## config.mk

```make
export PLATFORM = sky130hd
export DESIGN_NAME = contiguous_hole_allocator
export DESIGN_NICKNAME = d
export VERILOG_FILES = /design/src/hdl/cha_pkg.sv /design/src/hdl/contiguous_hole_allocator.sv /design/src/hdl/cha_ctrl.sv /design/src/hdl/cha_dp.sv
export SDC_FILE = /design/constraint.sdc
export NUM_CORES = 1
export LEC_CHECK = 0
export BUFFER_PORTS_ARGS = -buffer_cell sky130_fd_sc_hd__buf_2
export CORE_AREA = 4 4 241 243
export CTS_CLUSTER_SIZE = 20
export DETAILED_ROUTE_END_ITERATION = 12
export DIE_AREA = 0 0 245 247
export SLEW_MARGIN = 10
export SYNTH_ARGS = -nofsm -noshare
export SYNTH_HDL_FRONTEND = slang
export SYNTH_SLANG_ARGS = --single-unit
```

## constraint.sdc

```tcl
create_clock -name clk -period 10.95 [get_ports clk]
set_input_delay 1.095 -clock clk [delete_from_list [all_inputs] [get_ports clk]]
set_output_delay 1.095 -clock clk [all_outputs]
set_load 0.005 [all_outputs]
```

## src/hdl/cha_pkg.sv

```systemverilog
package cha_pkg;

    localparam int MAX_HOLES = 16;
    localparam int SIZE_BITS = 16;
    localparam int IDX_W     = $clog2(MAX_HOLES);
    localparam int CNT_W     = $clog2(MAX_HOLES + 1);
    localparam int STRAT_W   = 2;
    localparam int CFG_IDX_W = 1;
    localparam int CFG_DAT_W = 5;

    // strategy register codes
    localparam logic [STRAT_W-1:0] STRAT_FIRST = 2'd0;
    localparam logic [STRAT_W-1:0] STRAT_BEST  = 2'd1;
    localparam logic [STRAT_W-1:0] STRAT_WORST = 2'd2;
    localparam logic [STRAT_W-1:0] STRAT_NEXT  = 2'd3;

    // configuration register indexes
    localparam logic [CFG_IDX_W-1:0] REG_STRATEGY   = 1'd0;
    localparam logic [CFG_IDX_W-1:0] REG_HOLE_COUNT = 1'd1;

    // item function codes
    localparam logic FUNC_LOAD  = 1'b0;
    localparam logic FUNC_ALLOC = 1'b1;

    // controller -> datapath
    typedef struct packed {
        logic accept;   // latch item, set up scan
        logic scan;     // evaluate one table entry
        logic commit;   // update table, emit result
    } ctrl_t;

    // datapath -> controller
    typedef struct packed {
        logic scan_done;
    } status_t;

endpackage

```

## src/hdl/contiguous_hole_allocator.sv

```systemverilog
// Contiguous hole allocator: a 16-entry table of hole sizes with first,
// best, worst and next fit placement.
//
// Command channel: an item (func, target_hole, size_value, batch_end) is
// taken at a clock edge with start high and busy low. A load (func 0)
// writes one table entry; an allocate (func 1) places a request.
// Result channel: done is high for exactly one cycle per item and carries
// granted, chosen_hole and hole_left in that beat. The receiver cannot
// stall; the result is simply presented for one cycle.
// Config channel: cfg_valid/cfg_ready with cfg_index (0 strategy,
// 1 hole_count) and cfg_data. cfg_ready is always high; write only idle.
// Timing: a load goes from the accept edge straight to the commit state,
// whose result beat follows. An allocate scans one table entry per cycle
// on a single comparator, examining up to the active hole count (16 max)
// before the commit state; first and next fit stop at the first hit.
// With hole_count 0 an allocate skips the scan and fails. busy falls in the
// cycle done rises, so the next item may be accepted during that beat.
// Reset: table cleared to zero, next-fit pointer 0, strategy first fit,
// hole_count 16; no clearing pass is needed.
module contiguous_hole_allocator (
    input  logic                                 clk,
    input  logic                                 rst_n,
    input  logic                                 start,
    output logic                                 busy,
    input  logic                                 func,
    input  logic [cha_pkg::IDX_W-1:0]            target_hole,
    input  logic [cha_pkg::SIZE_BITS-1:0]        size_value,
    input  logic                                 batch_end,
    output logic                                 done,
    output logic                                 granted,
    output logic [cha_pkg::IDX_W-1:0]            chosen_hole,
    output logic [cha_pkg::SIZE_BITS-1:0]        hole_left,
    input  logic                                 cfg_valid,
    output logic                                 cfg_ready,
    input  logic [cha_pkg::CFG_IDX_W-1:0]        cfg_index,
    input  logic [cha_pkg::CFG_DAT_W-1:0]        cfg_data
);

    cha_pkg::ctrl_t   ctrl;
    cha_pkg::status_t status;
    logic             cnt_zero_now;
    logic             ctl_busy;

    // config regs take any beat; the user must keep writes to idle periods, the block does not enforce it
    assign cfg_ready = 1'b1;

    cha_ctrl u_ctrl (
        .clk          (clk),
        .rst_n        (rst_n),
        .start        (start),
        .func         (func),
        .cnt_zero_now (cnt_zero_now),
        .status       (status),
        .ctrl         (ctrl),
        .busy         (ctl_busy)
    );

    // datapath: table, config, scan counters, pick registers, result beat
    cha_dp u_dp (
        .clk          (clk),
        .rst_n        (rst_n),
        .ctrl         (ctrl),
        .status       (status),
        .cnt_zero_now (cnt_zero_now),
        .func         (func),
        .target_hole  (target_hole),
        .size_value   (size_value),
        .batch_end    (batch_end),
        .cfg_valid    (cfg_valid & cfg_ready),
        .cfg_index    (cfg_index),
        .cfg_data     (cfg_data),
        .done         (done),
        .granted      (granted),
        .chosen_hole  (chosen_hole),
        .hole_left    (hole_left)
    );

    assign busy = ctl_busy;

endmodule

```

## src/hdl/cha_ctrl.sv

```systemverilog
module cha_ctrl (
    input  logic             clk,
    input  logic             rst_n,
    input  logic             start,
    input  logic             func,
    input  logic             cnt_zero_now,
    input  cha_pkg::status_t status,
    output cha_pkg::ctrl_t   ctrl,
    output logic             busy
);

    localparam logic [1:0] ST_IDLE   = 2'd0;
    localparam logic [1:0] ST_SCAN   = 2'd1;
    localparam logic [1:0] ST_COMMIT = 2'd2;

    logic [1:0] state_reg;
    logic [1:0] state_next;

    always_comb
    begin
        state_next  = state_reg;
        ctrl        = '0;
        unique case (state_reg)
            ST_IDLE:
            begin
                if (start)
                begin
                    ctrl.accept = 1'b1;
                    if (func == cha_pkg::FUNC_LOAD || cnt_zero_now)
                        state_next = ST_COMMIT;
                    else
                        state_next = ST_SCAN;
                end
            end
            ST_SCAN:
            begin
                ctrl.scan = 1'b1;
                if (status.scan_done)
                    state_next = ST_COMMIT;
            end
            ST_COMMIT:
            begin
                ctrl.commit = 1'b1;
                state_next  = ST_IDLE;
            end
            default:
            begin
                state_next = ST_IDLE;
            end
        endcase
    end

    always_ff @(posedge clk or negedge rst_n)
    begin
        if (!rst_n)
            state_reg <= ST_IDLE;
        else
            state_reg <= state_next;
    end

    assign busy = (state_reg != ST_IDLE);

endmodule

```

## src/hdl/cha_dp.sv

```systemverilog
module cha_dp (
    input  logic                                 clk,
    input  logic                                 rst_n,
    input  cha_pkg::ctrl_t                       ctrl,
    output cha_pkg::status_t                     status,
    output logic                                 cnt_zero_now,
    input  logic                                 func,
    input  logic [cha_pkg::IDX_W-1:0]            target_hole,
    input  logic [cha_pkg::SIZE_BITS-1:0]        size_value,
    input  logic                                 batch_end,
    input  logic                                 cfg_valid,
    input  logic [cha_pkg::CFG_IDX_W-1:0]        cfg_index,
    input  logic [cha_pkg::CFG_DAT_W-1:0]        cfg_data,
    output logic                                 done,
    output logic                                 granted,
    output logic [cha_pkg::IDX_W-1:0]            chosen_hole,
    output logic [cha_pkg::SIZE_BITS-1:0]        hole_left
);

    localparam int IW = cha_pkg::IDX_W;
    localparam int CW = cha_pkg::CNT_W;
    localparam int SW = cha_pkg::SIZE_BITS;

    logic [SW-1:0]                 table_reg [cha_pkg::MAX_HOLES];
    logic [cha_pkg::STRAT_W-1:0]   strategy_reg;
    logic [CW-1:0]                 hole_count_reg;
    logic [IW-1:0]                 ptr_reg;

    logic                          func_reg;
    logic [IW-1:0]                 tgt_reg;
    logic [SW-1:0]                 size_reg;
    logic                          bend_reg;

    logic [IW-1:0]                 j_reg;
    logic [CW-1:0]                 k_reg;
    logic                          found_reg;
    logic [IW-1:0]                 pick_reg;
    logic [SW-1:0]                 pick_val_reg;

    logic                          done_reg;
    logic                          granted_reg;
    logic [IW-1:0]                 chosen_reg;
    logic [SW-1:0]                 left_reg;

    logic [CW-1:0]                 cnt;
    logic [IW-1:0]                 start_j;
    logic [SW-1:0]                 cur_val;
    logic                          fits;
    logic                          take;
    logic                          stop_on_hit;
    logic [CW-1:0]                 j_inc;
    logic [SW-1:0]                 left_calc;

    // effective hole count, saturated at table depth
    assign cnt = (hole_count_reg > CW'(cha_pkg::MAX_HOLES)) ?
                 CW'(cha_pkg::MAX_HOLES) : hole_count_reg;
    assign cnt_zero_now = (cnt == '0);

    assign start_j = (strategy_reg == cha_pkg::STRAT_NEXT && CW'(ptr_reg) < cnt) ?
                     ptr_reg : '0;

    assign cur_val     = table_reg[j_reg];
    assign fits        = (cur_val >= size_reg);
    assign stop_on_hit = (strategy_reg == cha_pkg::STRAT_FIRST) ||
                         (strategy_reg == cha_pkg::STRAT_NEXT);

    always_comb
    begin
        take = 1'b0;
        unique case (strategy_reg)
            cha_pkg::STRAT_BEST:  take = fits && (!found_reg || cur_val < pick_val_reg);
            cha_pkg::STRAT_WORST: take = fits && (!found_reg || cur_val > pick_val_reg);
            default:              take = fits;
        endcase
    end

    assign j_inc = CW'(j_reg) + CW'(1);

    assign status.scan_done = (k_reg + CW'(1) == cnt) || (fits && stop_on_hit);

    assign left_calc = pick_val_reg - size_reg;

    // config registers
    always_ff @(posedge clk or negedge rst_n)
    begin
        if (!rst_n)
        begin
            strategy_reg   <= cha_pkg::STRAT_FIRST;
            hole_count_reg <= CW'(cha_pkg::MAX_HOLES);
        end
        else if (cfg_valid)
        begin
            unique case (cfg_index)
                cha_pkg::REG_STRATEGY:   strategy_reg   <= cfg_data[cha_pkg::STRAT_W-1:0];
                cha_pkg::REG_HOLE_COUNT: hole_count_reg <= cfg_data[CW-1:0];
                default: ;
            endcase
        end
    end

    // hole table
    always_ff @(posedge clk or negedge rst_n)
    begin
        if (!rst_n)
        begin
            for (int i = 0; i < cha_pkg::MAX_HOLES; i++)
                table_reg[i] <= '0;
        end
        else if (ctrl.commit)
        begin
            if (func_reg == cha_pkg::FUNC_LOAD)
                table_reg[tgt_reg] <= size_reg;
            else if (found_reg)
                table_reg[pick_reg] <= left_calc;
        end
    end

    // next-fit pointer
    always_ff @(posedge clk or negedge rst_n)
    begin
        if (!rst_n)
            ptr_reg <= '0;
        else if (ctrl.commit && func_reg == cha_pkg::FUNC_ALLOC)
        begin
            if (bend_reg)
                ptr_reg <= '0;
            else if (found_reg && strategy_reg == cha_pkg::STRAT_NEXT)
                ptr_reg <= pick_reg;
        end
    end

    // item latch and scan registers
    always_ff @(posedge clk)
    begin
        if (ctrl.accept)
        begin
            func_reg <= func;
            tgt_reg  <= target_hole;
            size_reg <= size_value;
            bend_reg <= batch_end;
            j_reg    <= start_j;
            k_reg    <= '0;
        end
        else if (ctrl.scan)
        begin
            j_reg <= (j_inc == cnt) ? '0 : j_inc[IW-1:0];
            k_reg <= k_reg + CW'(1);
        end

        if (ctrl.scan && take)
        begin
            pick_reg     <= j_reg;
            pick_val_reg <= cur_val;
        end
    end

    always_ff @(posedge clk or negedge rst_n)
    begin
        if (!rst_n)
            found_reg <= 1'b0;
        else if (ctrl.accept)
            found_reg <= 1'b0;
        else if (ctrl.scan && take)
            found_reg <= 1'b1;
    end

    // result beat
    always_ff @(posedge clk or negedge rst_n)
    begin
        if (!rst_n)
            done_reg <= 1'b0;
        else
            done_reg <= ctrl.commit;
    end

    always_ff @(posedge clk)
    begin
        if (ctrl.commit)
        begin
            if (func_reg == cha_pkg::FUNC_LOAD)
            begin
                granted_reg <= 1'b1;
                chosen_reg  <= tgt_reg;
                left_reg    <= size_reg;
            end
            else
            begin
                granted_reg <= found_reg;
                chosen_reg  <= found_reg ? pick_reg : '0;
                left_reg    <= found_reg ? left_calc : '0;
            end
        end
    end

    assign done        = done_reg;
    assign granted     = granted_reg;
    assign chosen_hole = chosen_reg;
    assign hole_left   = left_reg;

endmodule

```

==> impl_metrics.env <==
export IMPL_holdBufCountCts=0
export IMPL_drcViolationCount=0
export IMPL_num_io_pins=56
export IMPL_finalMaxSlewViolations=0
export IMPL_synthTopCellsByArea="dfrtp_1 (35%), edfxtp_1 (10%), mux4_2 (9.3%)"
export IMPL_synth_top_area_cell="dfrtp_1"
export IMPL_largest_reg_flops=256
export IMPL_hold_path_startpoint="u_dp.table_reg[213]$_DFFE_PN0P_"
export IMPL_cap_viol_max_count=0
export IMPL_yosys_warnings=0
export IMPL_yosys_area_share_simple=0.1515
export IMPL_hold_viol=0
export IMPL_final_cell_mix="dfrtp_1 (270), a21oi_1 (206), nand2_1 (202)"
export IMPL_clk_latency_ns=0.58
export IMPL_p_leak_nw=8.736
export IMPL_synth_compound_area_frac=0.2037
export IMPL_vias=16910
export IMPL_power_density_nw_per_um2=228.9
export IMPL_cp_max_fo=42
export IMPL_cp_arrival_ns=5.26
export IMPL_p_switching_w=0.001897
export IMPL_portBuffers=54
export IMPL_ant_nets=0
export IMPL_p_seq_frac=0.352
export IMPL_rsz0062_at_grt="no"
export IMPL_final_min_clock_period_ns=5.007
export IMPL_grt_ovfl_total=0
export IMPL_vdd_drop_max_uv=116.3
export IMPL_synth_edf_count=67
export IMPL_synth_top_family_by_area="compound AO/OA/AOI/OAI gates"
export IMPL_utilization=0.3942
export IMPL_max_freq_ghz=0.1997
export IMPL_slowest_delay_ns=0.77
export IMPL_pwr_share_clk=0.301
export IMPL_hold_path_class="reg2reg"
export IMPL_cpMostUsedCell="buf_4"
export IMPL_synth_async_reset_ratio=0.7901
export IMPL_holdPathEnd="u_dp.table_reg[213]$_DFFE_PN0P_"
export IMPL_grt_max_degree=164
export IMPL_vias_per_cell=6.150
export IMPL_r2r_worst_path_cells=11
export IMPL_final_setup_tns_ns=0
export IMPL_die_area_sq_um=60520
export IMPL_worstMarginPinSlew_ns=1.370
export IMPL_swShare=0.3756
export IMPL_wl_per_cell_microns=26.81
export IMPL_layout_commonest_cell="dfrtp_1"
export IMPL_cpMaxStageDelayCell="buf_4"
export IMPL_grt_pass1_wl_microns=109100
export IMPL_fin_crit_sh=0.4572
export IMPL_timing_final_ws_setup_ns=5.943
export IMPL_fp_dieH_microns=247
export IMPL_pwr_share_comb=0.346
export IMPL_hold_depth=2
export IMPL_required_ns=11.21
export IMPL_antenna_found_initial=1
export IMPL_drt_total_wl_microns=73710
export IMPL_regToRegEndpoint="u_dp.pick_val_reg[11]$_DFFE_PP_"
export IMPL_status="complete, no violations"
export IMPL_numCtsBuffers=42
export IMPL_path_class="reg2reg"
export IMPL_row_count=87
export IMPL_rr_startpoint="u_dp.j_reg[0]$_DFFE_PP_"
export IMPL_synthAdderAreaFrac=0.03578
export IMPL_cts_tree="built"
export IMPL_grt_pass1_vias=16620
export IMPL_synth_nets=2050
export IMPL_critPathCaptureType="flop"
export IMPL_start_kind="flop"
export IMPL_root_buffer="clkbuf_16"
export IMPL_initialDrtViolationCount=2333
export IMPL_synth_seq_cells=343
export IMPL_nFillCells=5442
export IMPL_synth_xor_area_frac=0.008945
export IMPL_synth_top_area_frac=0.3475
export IMPL_synth_area_per_cell_sq_um=9.904
export IMPL_coreArea_sq_um=55950
export IMPL_die_w_microns=245
export IMPL_cts_setup_buffers=0
export IMPL_setup_violations=0
export IMPL_power_w=0.005050
export IMPL_cts_reportedPaths_clkPinSlew_ns=0.06
export IMPL_synthMuxAreaShare=0.09788
export IMPL_synth_seq_area_share=0.4575
export IMPL_finalNetCount=2045
export IMPL_slew_headroom=0.08309
export IMPL_drt_pass1_iterations=6
export IMPL_cts_sinks=343
export IMPL_cts_resized=0
export IMPL_path_cells="buf_4 -> buf_4 -> mux4_2 -> mux4_2 -> ha_1 -> a21o_1 -> a21oi_1 -> o21ai_0 -> or3_1 -> a41oi_2 -> buf_4"
export IMPL_syn2layout_area_growth_pct=13.46
export IMPL_r2r_setup_slack_ns=5.94
export IMPL_htreeDepth=2
export IMPL_grt_usage=0.2403
export IMPL_clock_skew_ns=0.01377
export IMPL_critical_path_top_delay_family="buffers and inverters"
export IMPL_initial_utilization=0.3475
export IMPL_ys_types=82
export IMPL_place_ws_ns=5.869
export IMPL_syn_inst=1963
export IMPL_netlist_area_sq_um=19440
export IMPL_p_int_w=0.003153
export IMPL_cp_num_buf_inv=3
export IMPL_clockBufferDepth=3
export IMPL_synthFlopType="dfrtp_1"
export IMPL_post_dp_hpwl_microns=49380
export IMPL_drive_gt1_frac=0.1637
export IMPL_routabilityCongestion=0.9342
-- logic make-up (layout without fill, tap and decap cells) --
logic type,Yosys count,count (layout)
flip-flops,343,343
AO/OA/AOI/OAI,636,636
buffers and inverters,209,238
other,1,2
adder cells (fa/ha/maj),55,55
multiplexers,89,89
AND/OR/NAND/NOR,611,611
XOR/XNOR,19,19
-- metal layers --
metal | up-vias | share of wire | global-route usage
li1 | 7238 | - | -
met1 | 8318 | 0.40 | 0.3194
met2 | 1097 | 0.43 | 0.3574
met3 | 254 | 0.10 | 0.05715
met4 | 0 | 0.068 | 0.1438
met5 | - | 0 | 0
-- area by class of cell --
cell class | instances | area [sq um] | area share
timing repair buffer | 108 | 698.2 | 0.03165
clock inverter | 18 | 245.2 | 0.01112
multi-input combinational | 1411 | 9814 | 0.4449
inverter | 52 | 195.2 | 0.008849
clock buffer | 60 | 1262 | 0.05723
antenna | 1 | 2.502 | 0.0001134
sequential | 343 | 8895 | 0.4032
tap | 756 | 945.9 | 0.04288
-- stage by stage --
| stage | cells | area (sq um) | hold WS [ns] |
|---|---|---|---|
| final | 2749 | 22060 | 0.4757 |
| after global placement | 2670 | 20540 | 0.4563 |
| after CTS | 2748 | 22050 | 0.4797 |
| after detailed placement | 2670 | 20540 | 0.4680 |
| after global routing | 2748 | 22060 | 0.5035 |
| after floorplan | 1963 | 19440 | 0.4206 |
-- worst max path at each step --
| stage | startpoint | end | depth (start not counted) |
|---|---|---|---|
| 2_1_floorplan | u_dp.j_reg[0]$_DFFE_PP_ | u_dp.pick_reg[0]$_DFFE_PP_ | 11 |
| 3_3_place_gp | u_dp.j_reg[0]$_DFFE_PP_ | u_dp.pick_val_reg[5]$_DFFE_PP_ | 11 |
| 3_5_place_dp | u_dp.j_reg[0]$_DFFE_PP_ | u_dp.pick_val_reg[1]$_DFFE_PP_ | 11 |
| 4_1_cts | u_dp.j_reg[0]$_DFFE_PP_ | u_dp.pick_val_reg[11]$_DFFE_PP_ | 11 |
| 5_1_grt | u_dp.j_reg[0]$_DFFE_PP_ | u_dp.pick_val_reg[11]$_DFFE_PP_ | 11 |
| 6_report | u_dp.j_reg[0]$_DFFE_PP_ | u_dp.pick_val_reg[11]$_DFFE_PP_ | 11 |
-- worst min-delay path, cell delays in order (launching register included) --
cell and delay [ns]:
dfrtp_1 0.34, nand2_1 0.04, o21ai_0 0.06
-- cells in the mapped netlist (11+ instances only) --
| library cell | count |
|---|---|
| ha_1 | 54 |
| inv_1 | 52 |
| o21a_1 | 32 |
| dfrtp_1 | 270 |
| a21o_1 | 12 |
| clkbuf_1 | 98 |
| nor3_1 | 57 |
| nor2b_1 | 42 |
| edfxtp_1 | 67 |
| nand3_1 | 56 |
| nand2_1 | 202 |
| o22a_1 | 44 |
| mux4_2 | 80 |
| a21oi_1 | 206 |
| buf_2 | 43 |
| a22oi_1 | 26 |
| nor2_1 | 154 |
| o21ai_0 | 164 |
| nand2b_1 | 20 |
| a221oi_1 | 15 |
| or3b_1 | 17 |
| o221ai_1 | 32 |
| xor2_1 | 11 |
| o21ai_1 | 36 |
-- power groups by stage --
stage / logic [W] / clock network (W) / registers [W]
after floorplan: 0.00119 / 0 / 0.00170
after global placement: 0.00169 / 0 / 0.00179
after detailed placement: 0.00173 / 0 / 0.00179
after CTS: 0.00173 / 0.00154 / 0.00177
after global routing: 0.00188 / 0.00159 / 0.00180
final: 0.00175 / 0.00152 / 0.00178
(Power assumes the default switching activity.)
